### src/rtl/sha512_pkg.sv
// Shared types, constants and round functions for the SHA-512 engine.
package sha512_pkg;

    localparam int unsigned QDepth  = 4;
    localparam int unsigned QPtrW   = 2;
    localparam logic [6:0]  PadStop = 7'd111;   // last fill position before the length field

    // Front-end states: idle/byte intake, then the three padding phases
    typedef enum logic [1:0] {
        F_IDLE,
        F_PAD80,
        F_PADZ,
        F_PADLEN
    } t_front_state;

    // Back-end states
    typedef enum logic [1:0] {
        B_LOAD,
        B_ROUND,
        B_ADD,
        B_OUT
    } t_back_state;

    // One queued request: a big-endian message word, final marks end of the last block
    typedef struct packed {
        logic        final_blk;
        logic [63:0] word;
    } t_q_item;

    // Queue status seen by the front end
    typedef struct packed {
        logic full;
        logic empty;
    } t_q_status;

    function automatic logic [63:0] f_iv(input logic [2:0] idx);
        logic [63:0] v;
        case (idx)
            3'd0:    v = 64'h6a09e667f3bcc908;
            3'd1:    v = 64'hbb67ae8584caa73b;
            3'd2:    v = 64'h3c6ef372fe94f82b;
            3'd3:    v = 64'ha54ff53a5f1d36f1;
            3'd4:    v = 64'h510e527fade682d1;
            3'd5:    v = 64'h9b05688c2b3e6c1f;
            3'd6:    v = 64'h1f83d9abfb41bd6b;
            default: v = 64'h5be0cd19137e2179;
        endcase
        return v;
    endfunction

    function automatic logic [63:0] f_k(input logic [6:0] idx);
        logic [63:0] k;
        case (idx)
            7'd0:  k = 64'h428a2f98d728ae22;  7'd1:  k = 64'h7137449123ef65cd;
            7'd2:  k = 64'hb5c0fbcfec4d3b2f;  7'd3:  k = 64'he9b5dba58189dbbc;
            7'd4:  k = 64'h3956c25bf348b538;  7'd5:  k = 64'h59f111f1b605d019;
            7'd6:  k = 64'h923f82a4af194f9b;  7'd7:  k = 64'hab1c5ed5da6d8118;
            7'd8:  k = 64'hd807aa98a3030242;  7'd9:  k = 64'h12835b0145706fbe;
            7'd10: k = 64'h243185be4ee4b28c;  7'd11: k = 64'h550c7dc3d5ffb4e2;
            7'd12: k = 64'h72be5d74f27b896f;  7'd13: k = 64'h80deb1fe3b1696b1;
            7'd14: k = 64'h9bdc06a725c71235;  7'd15: k = 64'hc19bf174cf692694;
            7'd16: k = 64'he49b69c19ef14ad2;  7'd17: k = 64'hefbe4786384f25e3;
            7'd18: k = 64'h0fc19dc68b8cd5b5;  7'd19: k = 64'h240ca1cc77ac9c65;
            7'd20: k = 64'h2de92c6f592b0275;  7'd21: k = 64'h4a7484aa6ea6e483;
            7'd22: k = 64'h5cb0a9dcbd41fbd4;  7'd23: k = 64'h76f988da831153b5;
            7'd24: k = 64'h983e5152ee66dfab;  7'd25: k = 64'ha831c66d2db43210;
            7'd26: k = 64'hb00327c898fb213f;  7'd27: k = 64'hbf597fc7beef0ee4;
            7'd28: k = 64'hc6e00bf33da88fc2;  7'd29: k = 64'hd5a79147930aa725;
            7'd30: k = 64'h06ca6351e003826f;  7'd31: k = 64'h142929670a0e6e70;
            7'd32: k = 64'h27b70a8546d22ffc;  7'd33: k = 64'h2e1b21385c26c926;
            7'd34: k = 64'h4d2c6dfc5ac42aed;  7'd35: k = 64'h53380d139d95b3df;
            7'd36: k = 64'h650a73548baf63de;  7'd37: k = 64'h766a0abb3c77b2a8;
            7'd38: k = 64'h81c2c92e47edaee6;  7'd39: k = 64'h92722c851482353b;
            7'd40: k = 64'ha2bfe8a14cf10364;  7'd41: k = 64'ha81a664bbc423001;
            7'd42: k = 64'hc24b8b70d0f89791;  7'd43: k = 64'hc76c51a30654be30;
            7'd44: k = 64'hd192e819d6ef5218;  7'd45: k = 64'hd69906245565a910;
            7'd46: k = 64'hf40e35855771202a;  7'd47: k = 64'h106aa07032bbd1b8;
            7'd48: k = 64'h19a4c116b8d2d0c8;  7'd49: k = 64'h1e376c085141ab53;
            7'd50: k = 64'h2748774cdf8eeb99;  7'd51: k = 64'h34b0bcb5e19b48a8;
            7'd52: k = 64'h391c0cb3c5c95a63;  7'd53: k = 64'h4ed8aa4ae3418acb;
            7'd54: k = 64'h5b9cca4f7763e373;  7'd55: k = 64'h682e6ff3d6b2b8a3;
            7'd56: k = 64'h748f82ee5defb2fc;  7'd57: k = 64'h78a5636f43172f60;
            7'd58: k = 64'h84c87814a1f0ab72;  7'd59: k = 64'h8cc702081a6439ec;
            7'd60: k = 64'h90befffa23631e28;  7'd61: k = 64'ha4506cebde82bde9;
            7'd62: k = 64'hbef9a3f7b2c67915;  7'd63: k = 64'hc67178f2e372532b;
            7'd64: k = 64'hca273eceea26619c;  7'd65: k = 64'hd186b8c721c0c207;
            7'd66: k = 64'heada7dd6cde0eb1e;  7'd67: k = 64'hf57d4f7fee6ed178;
            7'd68: k = 64'h06f067aa72176fba;  7'd69: k = 64'h0a637dc5a2c898a6;
            7'd70: k = 64'h113f9804bef90dae;  7'd71: k = 64'h1b710b35131c471b;
            7'd72: k = 64'h28db77f523047d84;  7'd73: k = 64'h32caab7b40c72493;
            7'd74: k = 64'h3c9ebe0a15c9bebc;  7'd75: k = 64'h431d67c49c100d4c;
            7'd76: k = 64'h4cc5d4becb3e42b6;  7'd77: k = 64'h597f299cfc657e2a;
            7'd78: k = 64'h5fcb6fab3ad6faec;  7'd79: k = 64'h6c44198c4a475817;
            default: k = 64'h0;
        endcase
        return k;
    endfunction

    function automatic logic [63:0] f_bsig0(input logic [63:0] x);
        return {x[27:0], x[63:28]} ^ {x[33:0], x[63:34]} ^ {x[38:0], x[63:39]};
    endfunction

    function automatic logic [63:0] f_bsig1(input logic [63:0] x);
        return {x[13:0], x[63:14]} ^ {x[17:0], x[63:18]} ^ {x[40:0], x[63:41]};
    endfunction

    function automatic logic [63:0] f_ssig0(input logic [63:0] x);
        return {x[0], x[63:1]} ^ {x[7:0], x[63:8]} ^ (x >> 7);
    endfunction

    function automatic logic [63:0] f_ssig1(input logic [63:0] x);
        return {x[18:0], x[63:19]} ^ {x[60:0], x[63:61]} ^ (x >> 6);
    endfunction

endpackage

### src/rtl/sha512_queue.sv
// Small word queue between the byte front end and the compression core.
module sha512_queue (
    input  logic                i_clk,
    input  logic                i_rst_n,
    input  logic                i_push,
    input  sha512_pkg::t_q_item i_item,
    input  logic                i_pop,
    output sha512_pkg::t_q_item o_item,
    output sha512_pkg::t_q_status o_status
);
    import sha512_pkg::*;

    t_q_item            r_mem [QDepth];
    logic [QPtrW-1:0]   r_wr_ptr;
    logic [QPtrW-1:0]   r_rd_ptr;
    logic [QPtrW:0]     r_count;

    // storage
    always_ff @(posedge i_clk) begin
        if (i_push) begin
            r_mem[r_wr_ptr] <= i_item;
        end
    end

    // pointers and occupancy
    always_ff @(posedge i_clk) begin
        if (!i_rst_n) begin
            r_wr_ptr <= '0;
            r_rd_ptr <= '0;
            r_count  <= '0;
        end else begin
            if (i_push) begin
                r_wr_ptr <= r_wr_ptr + 1'b1;
            end
            if (i_pop) begin
                r_rd_ptr <= r_rd_ptr + 1'b1;
            end
            if (i_push && !i_pop) begin
                r_count <= r_count + 1'b1;
            end else if (!i_push && i_pop) begin
                r_count <= r_count - 1'b1;
            end
        end
    end

    assign o_item         = r_mem[r_rd_ptr];
    assign o_status.full  = (r_count == (QPtrW+1)'(QDepth));
    assign o_status.empty = (r_count == '0);

endmodule

### config.mk
export PLATFORM = sky130hd
export DESIGN_NAME = sha512_queue
export DESIGN_NICKNAME = d
export VERILOG_FILES = /design/src/rtl/sha512_pkg.sv /design/src/rtl/sha512_queue.sv
export SDC_FILE = /design/constraint.sdc
export NUM_CORES = 1
export LEC_CHECK = 0
export ABC_AREA = 1
export BUFFER_PORTS_ARGS = -buffer_cell sky130_fd_sc_hd__buf_2
export CAP_MARGIN = 20
export CORE_ASPECT_RATIO = 0.7
export CORE_MARGIN = 2
export CORE_UTILIZATION = 40
export DETAILED_ROUTE_END_ITERATION = 10
export PLACE_DENSITY = 0.7
export SETUP_SLACK_MARGIN = 0.1
export SLEW_MARGIN = 20
export SYNTH_ARGS = -nofsm -noshare
export SYNTH_HDL_FRONTEND = slang
export SYNTH_SLANG_ARGS = --single-unit
### constraint.sdc
create_clock -name i_clk -period 2.7 [get_ports i_clk]
set_input_delay 0.27 -clock i_clk [delete_from_list [all_inputs] [get_ports i_clk]]
set_output_delay 0.27 -clock i_clk [all_outputs]
set_load 0.05 [all_outputs]
==> results.py <==
metrics = {
    "run_status": {
        "status": "complete, no violations",
    },
    "worst_setup_path": {
        "reg2reg_slack_ps": 880,
        "slowest_stage": "dfxtp_2",
        "required_ps": 2430,
        "critPathBufInv": 3,
        "cp.arrival_ps": 2210,
        "cp-start-kind": "register",
        "worstSetupPathType": "reg -> out",
        "cp_cell_sequence": "clkinv_2, buf_12, o21ai_1, o22ai_1, buf_2",
        "r2r_end": "r_mem[3][54]",
        "cp_max_fo": 22,
        "cp-end-kind": "output port",
        "rr_worst_depth": 4,
        "path_depth": 5,
        "crit_family": "buffers and inverters",
        "rr_startpoint": "r_wr_ptr[0]",
        "cpPeakStageDelay_ps": 500,
    },
    "grt": {
        "gr-total-overflow": 0,
        "grt_max_degree": 52,
        "grt_usage_pct": 17.4,
        "grt_pass1_vias": 6325,
        "antenna_found_initial": 3,
        "grt_first_pass_wirelength_mm": 36.7,
    },
    "logic_synthesis": {
        "synth_top_area_share_pct": 75.1,
        "synth_cells": 687,
        "ys_seq_elements": 269,
        "yosysUniqueCellTypes": 24,
        "synth_top_area_cell": "edfxtp_1",
        "synthTopCellsByArea": "edfxtp_1 (75%), o21ai_0 (4.6%), nor2_1 (4.2%)",
        "synth_area_per_cell_um2": 15.1,
        "ys_async_sr_fraction_pct": 0,
        "synth_edf_count": 260,
        "synth-seq-area-share_pct": 76.8,
        "netlist_area_mm2": 0.0104,
        "syn_nets": 762,
        "ys.flop_type": "edfxtp_1",
        "yosysWarnings": 0,
    },
    "timing": {
        "hold_viol": 0,
        "post-route-period-util_pct": 91.7,
        "report.final.slew_viol_count": 0,
        "rsz0062_at_grt": "false",
        "period_minus_slack_ps": 2480,
        "final_critical_path_setup_slack_ps": 224,
        "fmax_mhz": 404,
        "fin_skew_ps": 18.5,
        "relSlewSlack_pct": 56.9,
        "setup_tns_ps": 0,
        "tightest_slew_ps": 645,
        "setup_viol": 0,
    },
    "clock_tree": {
        "clkTransAtPathRegs_ps": 70,
        "numCtsBuffers": 26,
        "clockBufferDepth": 3,
        "clk_latency_ps": 530,
        "cts_root_buffer": "clkbuf_16",
        "clock_sinks": 269,
        "cts_tree": "built",
        "htreeDepth": 1,
    },
    "pwr": {
        "p_per_area_mw_per_mm2": 782,
        "peakVddDrop_mv": 0.574,
        "cellLeakagePower_nw": 4.62,
    },
    "hold_path": {
        "hp-start": "i_rst_n",
        "hold_class": "in -> reg",
        "hold_path_end": "r_count[2]",
        "hold_depth": 3,
    },
    "drt": {
        "drt-initial-drc-count": 395,
        "drt-total-wl_mm": 24.1,
        "antenna_left": 0,
        "viasPerCell": 5.03,
        "vias": 6273,
        "drtPass1Iterations": 4,
        "wl_per_cell_um": 19.3,
        "drc": 0,
    },
    "finish": {
        "final_cell_mix": "edfxtp_1 (260), buf_2 (135), nor2_1 (115), o21ai_0 (96), dlygate4sd3_1 (65)",
        "syn2layout_area_growth_pct": 26.1,
        "final_common_cell": "edfxtp_1",
        "drive_above_1_share_pct": 27.6,
        "nets": 969,
        "fillCellCount": 2138,
        "area.sequential_mm2": 0.00799,
        "multi_input_area_mm2": 0.00205,
    },
    "die": {
        "die_h_um": 139,
        "die_x_um": 197,
        "io_pins": 136,
        "core-area_mm2": 0.0256,
        "die-area_mm2": 0.0273,
        "row_count": 49,
        "start_util_pct": 40.6,
    },
    "placed_design": {
        "dp_hpwl_mm": 13.2,
        "gp_congestion": 0.713,
        "place_ws_ps": 618,
        "portBuffers": 135,
    },
    "flow_run": {
        "cap_violations": 0,
    },
}
layout make-up:
cell class,count,area share [%]
antenna,1,0.0191
clock buffer,29,5.21
clock inverter,19,1.99
inverter,17,0.659
multi-input combinational,359,15.6
sequential,269,61.0
tap,331,3.16
timing repair buffer,221,12.4
flip-flops by register name, summed over array words and instances (netlist names), named ones only:
register / cells
r_wr_ptr: 2
r_count: 3
r_rd_ptr: 2
r_mem: 260
metrics by stage:
step,cell area [µm²],cells,power [mW],hold slack (ps),util [%]
6_report,13100,1246,10.2,56.2,51.1
5_1_grt,13100,1245,10.6,58.3,51.1
4_1_cts,13100,1244,10.3,37.8,51.0
3_5_place_dp,11400,1130,6.26,426,44.7
3_3_place_gp,11400,1130,6.24,424,44.7
2_1_floorplan,10400,687,5.87,369,-
cells in the mapped netlist, types with 9 or more instances:
master and n:
o22ai_2 20, o22ai_1 45, inv_1 15, buf_2 12, nand2_1 9, edfxtp_1 260
nor2_4 20, nor2_1 115, buf_6 9, dfxtp_1 9, o21ai_1 35, o21ai_0 96
clkbuf_1 17
tightest hold or removal path, delay by kind of cell:
family        cells  cell delay [ps]
buf+inv           1              150
simple gates      2              120
power by group:
| group | leakage, nW | switching (mW) | total (mW) | internal [mW] |
|---|---|---|---|---|
| clock network | 0.453 | 1.57 | 3.98 | 2.40 |
| registers | 2.46 | 0.0612 | 4.83 | 4.77 |
| logic | 1.70 | 1.05 | 1.44 | 0.390 |
worst max-delay path by stage:
stage | start | to | slack (ps)
finish | register | o_item[13] | 220
global route | register | o_item[52] | 100
CTS | register | o_item[6] | 140
detailed placement | register | o_item[13] | 620
global placement | register | o_item[15] | 680
floorplan | r_wr_ptr[0] | r_mem[2][0] | 430
metal layers:
layer  track usage (%)  up-vias  wire length (µm)
met5                 0        -                26
li1                  -     2996                 -
met3              3.62       26              1360
met1              24.9     3074             11400
met2              28.0      173             11000
met4              3.13        4               290
kinds of logic (layout without fill, tap and decap cells):
kind of cell	after synthesis	after routing	synth area share, %
adders and majority gates	6	6	0.794
DFF	269	269	76.8
and+or+nand+nor	148	148	6.85
other	0	1	0
AOI/OAI and AO/OA	205	205	12.0
buffers and inverters	59	286	3.48
what timing repair did:
| action | CTS | global route |
|---|---|---|
| hold buffers | 65 | 0 |
| endpoints found under the setup margin | 5 | 16 |
| setup buffers | 0 | 1 |
| gates cloned | 1 | 0 |
| gates resized for setup | 2 | 5 |
| hold endpoints to repair | 260 | 0 |
No activity file was read; power rests on OpenSTA's default activity.
