[src/rtl/sha512_pkg.sv]
// Shared types, constants and round functions for the SHA-512 engine.
package sha512_pkg;

    localparam int unsigned QDepth  = 4;
    localparam int unsigned QPtrW   = 2;
    localparam logic [6:0]  PadStop = 7'd111;   // last fill position before the length field

    // Front-end states: idle/byte intake, then the three padding phases
    typedef enum logic [1:0] {
        F_IDLE,
        F_PAD80,
        F_PADZ,
        F_PADLEN
    } t_front_state;

    // Back-end states
    typedef enum logic [1:0] {
        B_LOAD,
        B_ROUND,
        B_ADD,
        B_OUT
    } t_back_state;

    // One queued request: a big-endian message word, final marks end of the last block
    typedef struct packed {
        logic        final_blk;
        logic [63:0] word;
    } t_q_item;

    // Queue status seen by the front end
    typedef struct packed {
        logic full;
        logic empty;
    } t_q_status;

    function automatic logic [63:0] f_iv(input logic [2:0] idx);
        logic [63:0] v;
        case (idx)
            3'd0:    v = 64'h6a09e667f3bcc908;
            3'd1:    v = 64'hbb67ae8584caa73b;
            3'd2:    v = 64'h3c6ef372fe94f82b;
            3'd3:    v = 64'ha54ff53a5f1d36f1;
            3'd4:    v = 64'h510e527fade682d1;
            3'd5:    v = 64'h9b05688c2b3e6c1f;
            3'd6:    v = 64'h1f83d9abfb41bd6b;
            default: v = 64'h5be0cd19137e2179;
        endcase
        return v;
    endfunction

    function automatic logic [63:0] f_k(input logic [6:0] idx);
        logic [63:0] k;
        case (idx)
            7'd0:  k = 64'h428a2f98d728ae22;  7'd1:  k = 64'h7137449123ef65cd;
            7'd2:  k = 64'hb5c0fbcfec4d3b2f;  7'd3:  k = 64'he9b5dba58189dbbc;
            7'd4:  k = 64'h3956c25bf348b538;  7'd5:  k = 64'h59f111f1b605d019;
            7'd6:  k = 64'h923f82a4af194f9b;  7'd7:  k = 64'hab1c5ed5da6d8118;
            7'd8:  k = 64'hd807aa98a3030242;  7'd9:  k = 64'h12835b0145706fbe;
            7'd10: k = 64'h243185be4ee4b28c;  7'd11: k = 64'h550c7dc3d5ffb4e2;
            7'd12: k = 64'h72be5d74f27b896f;  7'd13: k = 64'h80deb1fe3b1696b1;
            7'd14: k = 64'h9bdc06a725c71235;  7'd15: k = 64'hc19bf174cf692694;
            7'd16: k = 64'he49b69c19ef14ad2;  7'd17: k = 64'hefbe4786384f25e3;
            7'd18: k = 64'h0fc19dc68b8cd5b5;  7'd19: k = 64'h240ca1cc77ac9c65;
            7'd20: k = 64'h2de92c6f592b0275;  7'd21: k = 64'h4a7484aa6ea6e483;
            7'd22: k = 64'h5cb0a9dcbd41fbd4;  7'd23: k = 64'h76f988da831153b5;
            7'd24: k = 64'h983e5152ee66dfab;  7'd25: k = 64'ha831c66d2db43210;
            7'd26: k = 64'hb00327c898fb213f;  7'd27: k = 64'hbf597fc7beef0ee4;
            7'd28: k = 64'hc6e00bf33da88fc2;  7'd29: k = 64'hd5a79147930aa725;
            7'd30: k = 64'h06ca6351e003826f;  7'd31: k = 64'h142929670a0e6e70;
            7'd32: k = 64'h27b70a8546d22ffc;  7'd33: k = 64'h2e1b21385c26c926;
            7'd34: k = 64'h4d2c6dfc5ac42aed;  7'd35: k = 64'h53380d139d95b3df;
            7'd36: k = 64'h650a73548baf63de;  7'd37: k = 64'h766a0abb3c77b2a8;
            7'd38: k = 64'h81c2c92e47edaee6;  7'd39: k = 64'h92722c851482353b;
            7'd40: k = 64'ha2bfe8a14cf10364;  7'd41: k = 64'ha81a664bbc423001;
            7'd42: k = 64'hc24b8b70d0f89791;  7'd43: k = 64'hc76c51a30654be30;
            7'd44: k = 64'hd192e819d6ef5218;  7'd45: k = 64'hd69906245565a910;
            7'd46: k = 64'hf40e35855771202a;  7'd47: k = 64'h106aa07032bbd1b8;
            7'd48: k = 64'h19a4c116b8d2d0c8;  7'd49: k = 64'h1e376c085141ab53;
            7'd50: k = 64'h2748774cdf8eeb99;  7'd51: k = 64'h34b0bcb5e19b48a8;
            7'd52: k = 64'h391c0cb3c5c95a63;  7'd53: k = 64'h4ed8aa4ae3418acb;
            7'd54: k = 64'h5b9cca4f7763e373;  7'd55: k = 64'h682e6ff3d6b2b8a3;
            7'd56: k = 64'h748f82ee5defb2fc;  7'd57: k = 64'h78a5636f43172f60;
            7'd58: k = 64'h84c87814a1f0ab72;  7'd59: k = 64'h8cc702081a6439ec;
            7'd60: k = 64'h90befffa23631e28;  7'd61: k = 64'ha4506cebde82bde9;
            7'd62: k = 64'hbef9a3f7b2c67915;  7'd63: k = 64'hc67178f2e372532b;
            7'd64: k = 64'hca273eceea26619c;  7'd65: k = 64'hd186b8c721c0c207;
            7'd66: k = 64'heada7dd6cde0eb1e;  7'd67: k = 64'hf57d4f7fee6ed178;
            7'd68: k = 64'h06f067aa72176fba;  7'd69: k = 64'h0a637dc5a2c898a6;
            7'd70: k = 64'h113f9804bef90dae;  7'd71: k = 64'h1b710b35131c471b;
            7'd72: k = 64'h28db77f523047d84;  7'd73: k = 64'h32caab7b40c72493;
            7'd74: k = 64'h3c9ebe0a15c9bebc;  7'd75: k = 64'h431d67c49c100d4c;
            7'd76: k = 64'h4cc5d4becb3e42b6;  7'd77: k = 64'h597f299cfc657e2a;
            7'd78: k = 64'h5fcb6fab3ad6faec;  7'd79: k = 64'h6c44198c4a475817;
            default: k = 64'h0;
        endcase
        return k;
    endfunction

    function automatic logic [63:0] f_bsig0(input logic [63:0] x);
        return {x[27:0], x[63:28]} ^ {x[33:0], x[63:34]} ^ {x[38:0], x[63:39]};
    endfunction

    function automatic logic [63:0] f_bsig1(input logic [63:0] x);
        return {x[13:0], x[63:14]} ^ {x[17:0], x[63:18]} ^ {x[40:0], x[63:41]};
    endfunction

    function automatic logic [63:0] f_ssig0(input logic [63:0] x);
        return {x[0], x[63:1]} ^ {x[7:0], x[63:8]} ^ (x >> 7);
    endfunction

    function automatic logic [63:0] f_ssig1(input logic [63:0] x);
        return {x[18:0], x[63:19]} ^ {x[60:0], x[63:61]} ^ (x >> 6);
    endfunction

endpackage

[src/rtl/sha512_front.sv]
// Byte intake, word packing, bit counting and message padding.
module sha512_front (
    input  logic                  i_clk,
    input  logic                  i_rst_n,
    input  logic                  i_valid,
    output logic                  o_ready,
    input  logic [7:0]            i_byte,
    input  logic                  i_has_byte,
    input  logic                  i_last,
    input  sha512_pkg::t_q_status i_q_status,
    output logic                  o_push,
    output sha512_pkg::t_q_item   o_item
);
    import sha512_pkg::*;

    t_front_state r_state, n_state;
    logic [55:0]  r_word;
    logic [6:0]   r_fill;
    logic [127:0] r_bit_cnt;
    logic [3:0]   r_len_idx;

    logic         accept;
    logic         emit;
    logic [7:0]   emit_byte;
    logic [7:0]   len_byte;

    assign len_byte = 8'(r_bit_cnt >> {~r_len_idx, 3'b000});
    assign accept   = i_valid && o_ready;

    // next state
    always_comb begin
        n_state = r_state;
        case (r_state)
            F_IDLE:   if (accept && i_last) n_state = F_PAD80;
            F_PAD80:  if (emit) n_state = (r_fill == PadStop) ? F_PADLEN : F_PADZ;
            F_PADZ:   if (emit && r_fill == PadStop) n_state = F_PADLEN;
            F_PADLEN: if (emit && r_len_idx == 4'hf) n_state = F_IDLE;
            default:  n_state = F_IDLE;
        endcase
    end

    // byte source and handshake
    always_comb begin
        o_ready   = 1'b0;
        emit      = 1'b0;
        emit_byte = 8'h00;
        case (r_state)
            F_IDLE: begin
                o_ready   = !i_q_status.full;
                emit      = i_valid && !i_q_status.full && i_has_byte;
                emit_byte = i_byte;
            end
            F_PAD80: begin
                emit      = !i_q_status.full;
                emit_byte = 8'h80;
            end
            F_PADZ: begin
                emit      = !i_q_status.full;
            end
            F_PADLEN: begin
                emit      = !i_q_status.full;
                emit_byte = len_byte;
            end
            default: ;
        endcase
    end

    // a word is pushed when its eighth byte arrives
    assign o_push           = emit && (r_fill[2:0] == 3'd7);
    assign o_item.word      = {r_word, emit_byte};
    assign o_item.final_blk = (r_state == F_PADLEN) && (r_len_idx == 4'hf);

    always_ff @(posedge i_clk) begin
        if (emit) begin
            r_word <= {r_word[47:0], emit_byte};
        end
    end

    always_ff @(posedge i_clk) begin
        if (!i_rst_n) begin
            r_state   <= F_IDLE;
            r_fill    <= '0;
            r_bit_cnt <= '0;
            r_len_idx <= '0;
        end else begin
            r_state <= n_state;
            if (emit) begin
                r_fill <= r_fill + 1'b1;
            end
            if (r_state == F_IDLE && emit) begin
                r_bit_cnt <= r_bit_cnt + 128'd8;
            end
            if (r_state == F_PADLEN && emit) begin
                r_len_idx <= r_len_idx + 1'b1;
                // message done: length restarts for the next one
                if (r_len_idx == 4'hf) begin
                    r_bit_cnt <= '0;
                end
            end
        end
    end

endmodule

[config.mk]
export PLATFORM = sky130hd
export DESIGN_NAME = sha512_front
export DESIGN_NICKNAME = d
export VERILOG_FILES = /design/src/rtl/sha512_pkg.sv /design/src/rtl/sha512_front.sv
export SDC_FILE = /design/constraint.sdc
export NUM_CORES = 1
export LEC_CHECK = 0
export ABC_AREA = 0
export BUFFER_PORTS_ARGS = -buffer_cell sky130_fd_sc_hd__buf_2
export CAP_MARGIN = 20
export CORE_UTILIZATION = 45
export CTS_CLUSTER_SIZE = 16
export DETAILED_ROUTE_END_ITERATION = 8
export SLEW_MARGIN = 5
export SYNTH_ARGS = -nofsm -noshare
export SYNTH_HDL_FRONTEND = slang
export SYNTH_SLANG_ARGS = --single-unit
[constraint.sdc]
create_clock -name i_clk -period 6.55 [get_ports i_clk]
set_input_delay 0.9825 -clock i_clk [delete_from_list [all_inputs] [get_ports i_clk]]
set_output_delay 0.9825 -clock i_clk [all_outputs]
set_load 0.005 [all_outputs]
==> impl_results.md, run 1 <==
* Status: finished, final reports clean
* Worst slew pin tran at 1.11 ns
* Startpoint types: flop
* Synth Area in XOR/XNOR at around 8.3%
* Post-synthesis compound-gate area fraction at about 4.6%
* Final Cycle Share at 61.5%
* Diodes inserted at 0
* Num rows at 54
* Max Clk Rate at around 0.25 GHz
* Syn Area/Cell at 9.37 um2
* Crit path kind: flop to flop
* Crit path arrival time at ~4.4 ns
* Clock Latency Late Sink at between 0.4 and 0.5 ns
* Buffers on Ports at 80
* Worst Reg-to-Reg Cells at 8
* Fin. max-slew vios at 0
* GP Congestion at between 0.9 and 1
* Worst endpoint required time at about 6.9 ns
* Placed insts at roughly 1400
* Longest Clk Path Bufs at 2
* Post-synth ARST share at 0%
* Mapped Area at slightly above 10000 um2
* Clk root buf: clkbuf_16
* DIE AREA at 23500 um2
* Crit-path max FO at 13
* H-tree levels at 4
* I/O Pins at 82
* Internal power at 2.04 mW
* Wire per inst at 21.5 um
* Routed Antenna Nets at 0
* Setup TNS at 0 ns
* Gate Count Post-Synth at 1099
* Die height at between 150 and 200 um
* Crit. End Element: flop
* Hold-fix buffers at CTS at 0
* Fin. Hold Viols at 0
* Pin count of the biggest net entering global routing at between 60 and 70
* DRT Wirelength at around 31000 um
* Sink Count at 194
* Clock Power Share at between 30% and 40%
* Hold Crit Class: flop to flop
* GRT Overall Usage at between 20% and 30%
* Max-slew headroom at between 20% and 30%
* Mux share of post-synthesis cell area at under 10%
* Final instance area at 11600 um2
* Sw frac at between 20% and 30%
* CORE AREA at 22200 um2
* Non-Filler Instances at about 1500
* Fillers at just over 2000
* Initial Utilization at between 40% and 50%
* NumNets Final at 1187
* Largest family of logic cells by synthesized area: simple AND/OR/NAND/NOR gates
* Layout Utilization at ~52%
* Seq pwr share at approximately 50%
* Net Sw Power at about 770 uW
* Cts bufs inserted at 17
* Clock transition at path regs at 0.08 ns
* Yosys warnings at 0
* Grt ovf at 0
* RSZ-0062 raised after global routing: no
* Worst hold stages at 0
* Layout cells sized above 1 at between 10% and 20%
* Global-route wire length before repair at ~50000 um
* PD cells at 244 nW/um2
* Adder-cell area share of the yosys netlist at under 10%
* Post-placement cell area at about 11000 um2
* Seq/Total Area, Yosys at a little over two fifths
* Max Cap Viol at 0
* Antenna violations before repair at 0
* Die Span X at 153 um
* Via Count at between 9000 and 10000
* Synth area leader: dfxtp_1
* Post-CTS Resized at 0
* DRC violations left at 0
* Simple logic cell fraction of the synthesized area at approximately a third
* Seq cells post-synth at around 190
* Post-DP HPWL at around 23000 um
* Post-synth EDFFs at 56
* Pre-CTS setup slack at 2.47 ns
* Top-area cell type share of the netlist area at between 20 and 30%
* Synth area leaders: dfxtp_1 (27%), edfxtp_1 (16%), mux4_2 (6.1%), nand4_1 (5.6%), nor2_1 (5.4%)
* Setup WS post-layout at between 2 and 3 ns
* Unique cell type count in the Yosys netlist at 60
* Layout area overhead at 12.2%
* Routed vias/inst at ~6.3
* Final setup violation count at 0
* Worst-case clock skew at ~0.015 ns
* Fin crit period at between 4 and 5 ns
* DRT iter0 DRCs at 905
* Vias in the first global route at between 8000 and 9000
* Syn nets at ~1100
* Worst vdd ir at around 0.00014 V
* Leakage at 3.79 nW
* Postcts setup bufs at 0
* Dominant synthesized flop cell: dfxtp_1
* CTS tree: yes
* Comb pwr share at between 10 and 15%
* TritonRoute pass-1 iters at 5
[state kept, by name (all words and copies together) (netlist names)]
register,cells
r_bit_cnt,125
r_fill,7
r_len_idx,4
r_state,2
r_word,56
[metal layers]
layer | track usage (%) | wire (um)
met1 | 37.8 | 13300
met2 | 41.5 | 13600
met3 | 6.95 | 3160
met4 | 11.2 | 1160
met5 | 0 | 0
[layout by cell type (no fill, tap or decap), types with 4 or more instances in the layout]
cell / Yosys / layout
nor2b_1: 7 / 7
a22oi_1: 17 / 17
and4_1: 11 / 11
nor2_1: 149 / 149
and3_1: 29 / 29
inv_8: 0 / 7
xor2_1: 41 / 41
edfxtp_1: 56 / 56
nand3_1: 72 / 72
or4_1: 5 / 5
and2_1: 12 / 12
or2_2: 4 / 4
or3_1: 21 / 21
xnor2_1: 57 / 57
o21ai_0: 17 / 17
nor4_1: 51 / 50
inv_1: 17 / 17
nor3_1: 36 / 36
nand2b_1: 16 / 16
nand2_1: 84 / 84
clkbuf_16: 0 / 17
buf_4: 0 / 7
dfxtp_1: 138 / 137
nand4_1: 93 / 93
mux4_2: 28 / 28
buf_2: 2 / 82
ha_1: 9 / 9
mux2i_1: 21 / 21
a21oi_1: 18 / 18
[final timing paths]
kind                                 from                         to  slack, ns
setup / recovery  r_state[0]$_SDFFE_PN0P_  r_bit_cnt[120]$_SDFF_PN0_       2.52
hold / removal       r_word[43]$_DFFE_PP_       r_word[51]$_DFFE_PP_       0.44
setup reg to reg  r_state[0]$_SDFFE_PN0P_  r_bit_cnt[120]$_SDFF_PN0_       2.52
hold reg to reg      r_word[43]$_DFFE_PP_       r_word[51]$_DFFE_PP_       0.44
[per-stage QoR]
step	hold WS (ns)	power [mW]
floorplan	0.452	1.63
global placement	0.422	1.79
detailed placement	0.429	1.80
CTS	0.439	2.84
global route	0.454	2.93
finish	0.440	2.81
[cell families after synthesis]
group	after synthesis
AO/OA/AOI/OAI	72
XOR/XNOR	98
adder cells (fa/ha/maj)	9
multiplexers	50
buffers and inverters	61
AND/OR/NAND/NOR	615
flip-flops	194
[cells in the mapped netlist (9+ instances only)]
| cell | instances |
|---|---|
| clkbuf_1 | 29 |
| a21oi_1 | 18 |
| or3_1 | 21 |
| nor3_1 | 36 |
| a22oi_1 | 17 |
| dfxtp_1 | 138 |
| xnor2_1 | 57 |
| nand4_1 | 93 |
| mux4_2 | 28 |
| inv_1 | 17 |
| and4_1 | 11 |
| nor2_1 | 149 |
| nand2_1 | 84 |
| nand3_1 | 72 |
| and2_1 | 12 |
| edfxtp_1 | 56 |
| nand2b_1 | 16 |
| mux2i_1 | 21 |
| nor4_1 | 51 |
| and3_1 | 29 |
| xor2_1 | 41 |
| o21ai_0 | 17 |
| buf_1 | 10 |
| ha_1 | 9 |
[power by group through the flow]
stage	Clock [mW]	Combinational, mW	Sequential, mW
floorplan	0	0.140	1.49
global placement	0	0.319	1.47
detailed placement	0	0.323	1.47
CTS	1.07	0.322	1.45
global route	1.12	0.350	1.46
finish	1.05	0.316	1.44
[critical path, stage by stage (launching register included)]
cell and delay [ns]:
dfxtp_1 0.33, inv_1 0.15, ha_1 0.54, nand4b_4 0.33, nor4_2 0.93, nand4_1 0.49
nor2_1 0.78, nand4_1 0.22, mux2i_1 0.16
[cell type report]
cell class / count / area, um2 / area share [%]
clock inverter: 14 / 163 / 1.41
timing repair buffer: 89 / 463 / 4.01
sequential: 194 / 4450 / 38.5
clock buffer: 18 / 429 / 3.71
multi-input combinational: 844 / 5640 / 48.8
tap: 280 / 350 / 3.03
inverter: 17 / 63.8 / 0.552
Note: power is estimated with default switching activity, not from simulation.
==> inputs of run 2 (changes only) <==
--- a/config.mk
+++ b/config.mk
@@ -11,6 +11,7 @@
 export CORE_UTILIZATION = 45
 export CTS_CLUSTER_SIZE = 16
 export DETAILED_ROUTE_END_ITERATION = 8
+export PLACE_DENSITY = 0.65
 export SLEW_MARGIN = 5
 export SYNTH_ARGS = -nofsm -noshare
 export SYNTH_HDL_FRONTEND = slang
==> constraint.sdc (replaced) <==
create_clock -name i_clk -period 3.3 [get_ports i_clk]
set_input_delay 0.495 -clock i_clk [delete_from_list [all_inputs] [get_ports i_clk]]
set_output_delay 0.495 -clock i_clk [all_outputs]
set_load 0.005 [all_outputs]
==> impl_results.md, run 2 (synthesized netlist as in run 1, its figures left out) <==
* Die height at 153 um (unchanged)
* Layout Utilization at 53.7% (was 52.1%)
* Comb pwr share at 11.6% (was 11.2%)
* Worst-case clock skew at 0.0122 ns (was 0.0148 ns)
* Initial Utilization at 46.5% (unchanged)
* R2R Setup Slk at 0.42 ns (was 2.52 ns)
* Leakage at 4.01 nW (was 3.79 nW)
* NumNets Final at 1229 (was 1187)
* Final Cycle Share at around 93%
* Grt ovf at 0 (unchanged)
* Worst hold stages at 2 (was 0)
* Startpoint types: flop (unchanged)
* Final Hold Slack at 0.354 ns (was 0.440 ns)
* Largest register by flop count: r_bit_cnt (unchanged)
* Via Count at 9455 (was 9157)
* Longest Clk Path Bufs at 2 (unchanged)
* R2r startpoint: r_bit_cnt[63]$_SDFF_PN0_ (was r_state[0]$_SDFFE_PN0P_)
* H-tree levels at 4 (unchanged)
* Vias in the first global route at 8821 (was 8465)
* GRT Overall Usage at 28.0% (was 27.6%)
* Setup WS post-layout at 0.225 ns (was 2.52 ns)
* Fillers at 2002 (was 2047)
* I/O Pins at 82 (unchanged)
* Sink Count at 194 (unchanged)
* Fin. Hold Viols at 0 (unchanged)
* Die Span X at 153 um (unchanged)
* Commonest non-fill, non-tap cells in the layout: nor2_1 (149), dfxtp_1 (137), nand4_1 (93) (unchanged)
* GP Congestion at 0.999 (was 0.979)
* Routed vias/inst at 6.31 (was 6.29)
* Layout area overhead at 15.5% (was 12.2%)
* Max Clk Rate at between 0.3 and 0.4 GHz
* Wire per inst at 21.8 um (was 21.5 um)
* Clock Latency Late Sink at 0.45 ns (about the same)
* Pre-CTS setup slack at 0.486 ns (was 2.47 ns)
* Status: finished, final reports clean (unchanged)
* DIE AREA at 23500 um2 (unchanged)
* Fin crit period at approximately 3.1 ns
* Max-slew headroom at 36.7% (was 25.3%)
* DRT iter0 DRCs at 1311 (was 905)
* DRT Wirelength at 32600 um (was 31300 um)
* Hold Crit Class: primary input to flop (was flop to flop)
* Hold-fix buffers at CTS at 0 (unchanged)
* Postcts setup bufs at 0 (unchanged)
* CTS tree: yes (unchanged)
* Post-DP HPWL at 24400 um (was 22700 um)
* Crit. End Element: primary output (was flop)
* Worst slew pin tran at 0.941 ns (was 1.11 ns)
* Global-route wire length before repair at 50900 um (was 49900 um)
* Antenna violations before repair at 1 (was 0)
* Internal power at 4.06 mW (was 2.04 mW)
* Reg2reg end: r_bit_cnt[126]$_SDFF_PN0_ (was r_bit_cnt[120]$_SDFF_PN0_)
* Max Cap Viol at 0 (unchanged)
* Pin count of the biggest net entering global routing at 57 (was 66)
* Total design power at 5.61 mW (was 2.81 mW)
* Setup TNS at 0 ns (unchanged)
* Diodes inserted at 0 (unchanged)
* Hold path start: i_rst_n (was r_word[43]$_DFFE_PP_)
* Crit-path max FO at 36 (was 13)
* Buffers on Ports at 80 (unchanged)
* Crit path kind: flop to primary output (was flop to flop)
* DRC violations left at 0 (unchanged)
* Worst endpoint required time at 2.80 ns (was 6.88 ns)
* Net Sw Power at 1.55 mW (was 775 uW)
* TritonRoute pass-1 iters at 7 (was 5)
* Cts bufs inserted at 17 (unchanged)
* Max reg flops at 125 (unchanged)
* Worst vdd ir at 0.000336 V (was 0.000141 V)
* Clock Power Share at 37.1% (was 37.4%)
* Post-CTS Resized at 0 (unchanged)
* Seq pwr share at 51.3% (about the same)
* Routed Antenna Nets at 0 (unchanged)
* Biggest regs: r_bit_cnt x125, r_word x56, r_fill x7 (unchanged)
* Sw frac at 27.6% (was 27.5%)
* WHS Endpoint: r_fill[5]$_SDFFE_PN0P_ (was r_word[51]$_DFFE_PP_)
* PD cells at 471 nW/um2 (was 244 nW/um2)
* CORE AREA at 22200 um2 (unchanged)
* Num rows at 54 (unchanged)
* Layout cells sized above 1 at 17.6% (was 14.7%)
* Final setup violation count at 0 (unchanged)
* Clk root buf: clkbuf_16 (unchanged)
* Worst Reg-to-Reg Cells at 6 (was 8)
* Commonest non-fill, non-tap cell in the layout: nor2_1 (unchanged)
* RSZ-0062 raised after global routing: no (unchanged)
* Clock transition at path regs at 0.08 ns (about the same)
* Crit path arrival time at 2.58 ns (was 4.36 ns)
* Fin. max-slew vios at 0 (unchanged)
run 2: changes by cell type in the layout (fill, tap and decap cells not counted), sizes merged:
| cell | before | now |
|---|---|---|
| buf | 89 | 131 |
| clkinv | 6 | 4 |
| clkinvlp | 0 | 1 |
| inv | 25 | 26 |
run 2: worst max path at each step:
stage | start | end | slack, ns | depth (start not counted)
6_report | r_len_idx[0]$_SDFFE_PN0P_ | o_item[1] | 0.23 | 7
5_1_grt | r_len_idx[0]$_SDFFE_PN0P_ | o_item[2] | 0.06 | 7
4_1_cts | r_len_idx[0]$_SDFFE_PN0P_ | o_item[2] | 0.22 | 7
3_5_place_dp | r_state[0]$_SDFFE_PN0P_ | r_bit_cnt[126]$_SDFF_PN0_ | 0.49 | 8
3_3_place_gp | i_q_status[1] | r_bit_cnt[126]$_SDFF_PN0_ | 0.51 | 7
2_1_floorplan | r_len_idx[0]$_SDFFE_PN0P_ | o_item[4] | 0.36 | 8
run 2: layer usage:
metal | wire length (um) | GRT usage [%] | up-vias
li1 | - | - | 4326
met1 | 13700 | 37.4 | 4465
met2 | 14600 | 44.3 | 556
met3 | 3140 | 6.63 | 108
met4 | 1200 | 9.76 | 0
met5 | 0 | 0 | -
run 2: worst max-delay path, cell delays in order (launching register included):
cell	delay [ns]
dfxtp_2	0.35
buf_12	0.26
mux4_2	0.60
a22o_1	0.25
a221o_1	0.26
a22oi_1	0.15
nor2_1	0.09
buf_2	0.15
run 2: area by class of cell:
| class | instances | area (um2) | share of cell area, % |
|---|---|---|---|
| Multi-Input combinational cell | 844 | 5640 | 47.3 |
| Sequential cell | 194 | 4450 | 37.3 |
| Timing Repair Buffer | 131 | 821 | 6.90 |
| Inverter | 17 | 63.8 | 0.536 |
| Clock buffer | 18 | 429 | 3.61 |
| Clock inverter | 14 | 159 | 1.33 |
| Tap cell | 280 | 350 | 2.94 |
run 2: power groups by stage:
| stage | registers (mW) | logic (mW) | clock network, mW |
|---|---|---|---|
| detailed placement | 2.94 | 0.657 | 0 |
| finish | 2.88 | 0.650 | 2.08 |
| CTS | 2.88 | 0.657 | 2.12 |
| global route | 2.91 | 0.711 | 2.22 |
| floorplan | 2.94 | 0.284 | 0 |
| global placement | 2.93 | 0.643 | 0 |
run 2: through the flow:
stage	instances	area, um2
6_report	1498	11900
5_1_grt	1498	11900
4_1_cts	1498	11900
3_5_place_dp	1466	11300
3_3_place_gp	1466	11300
2_1_floorplan	1099	10300
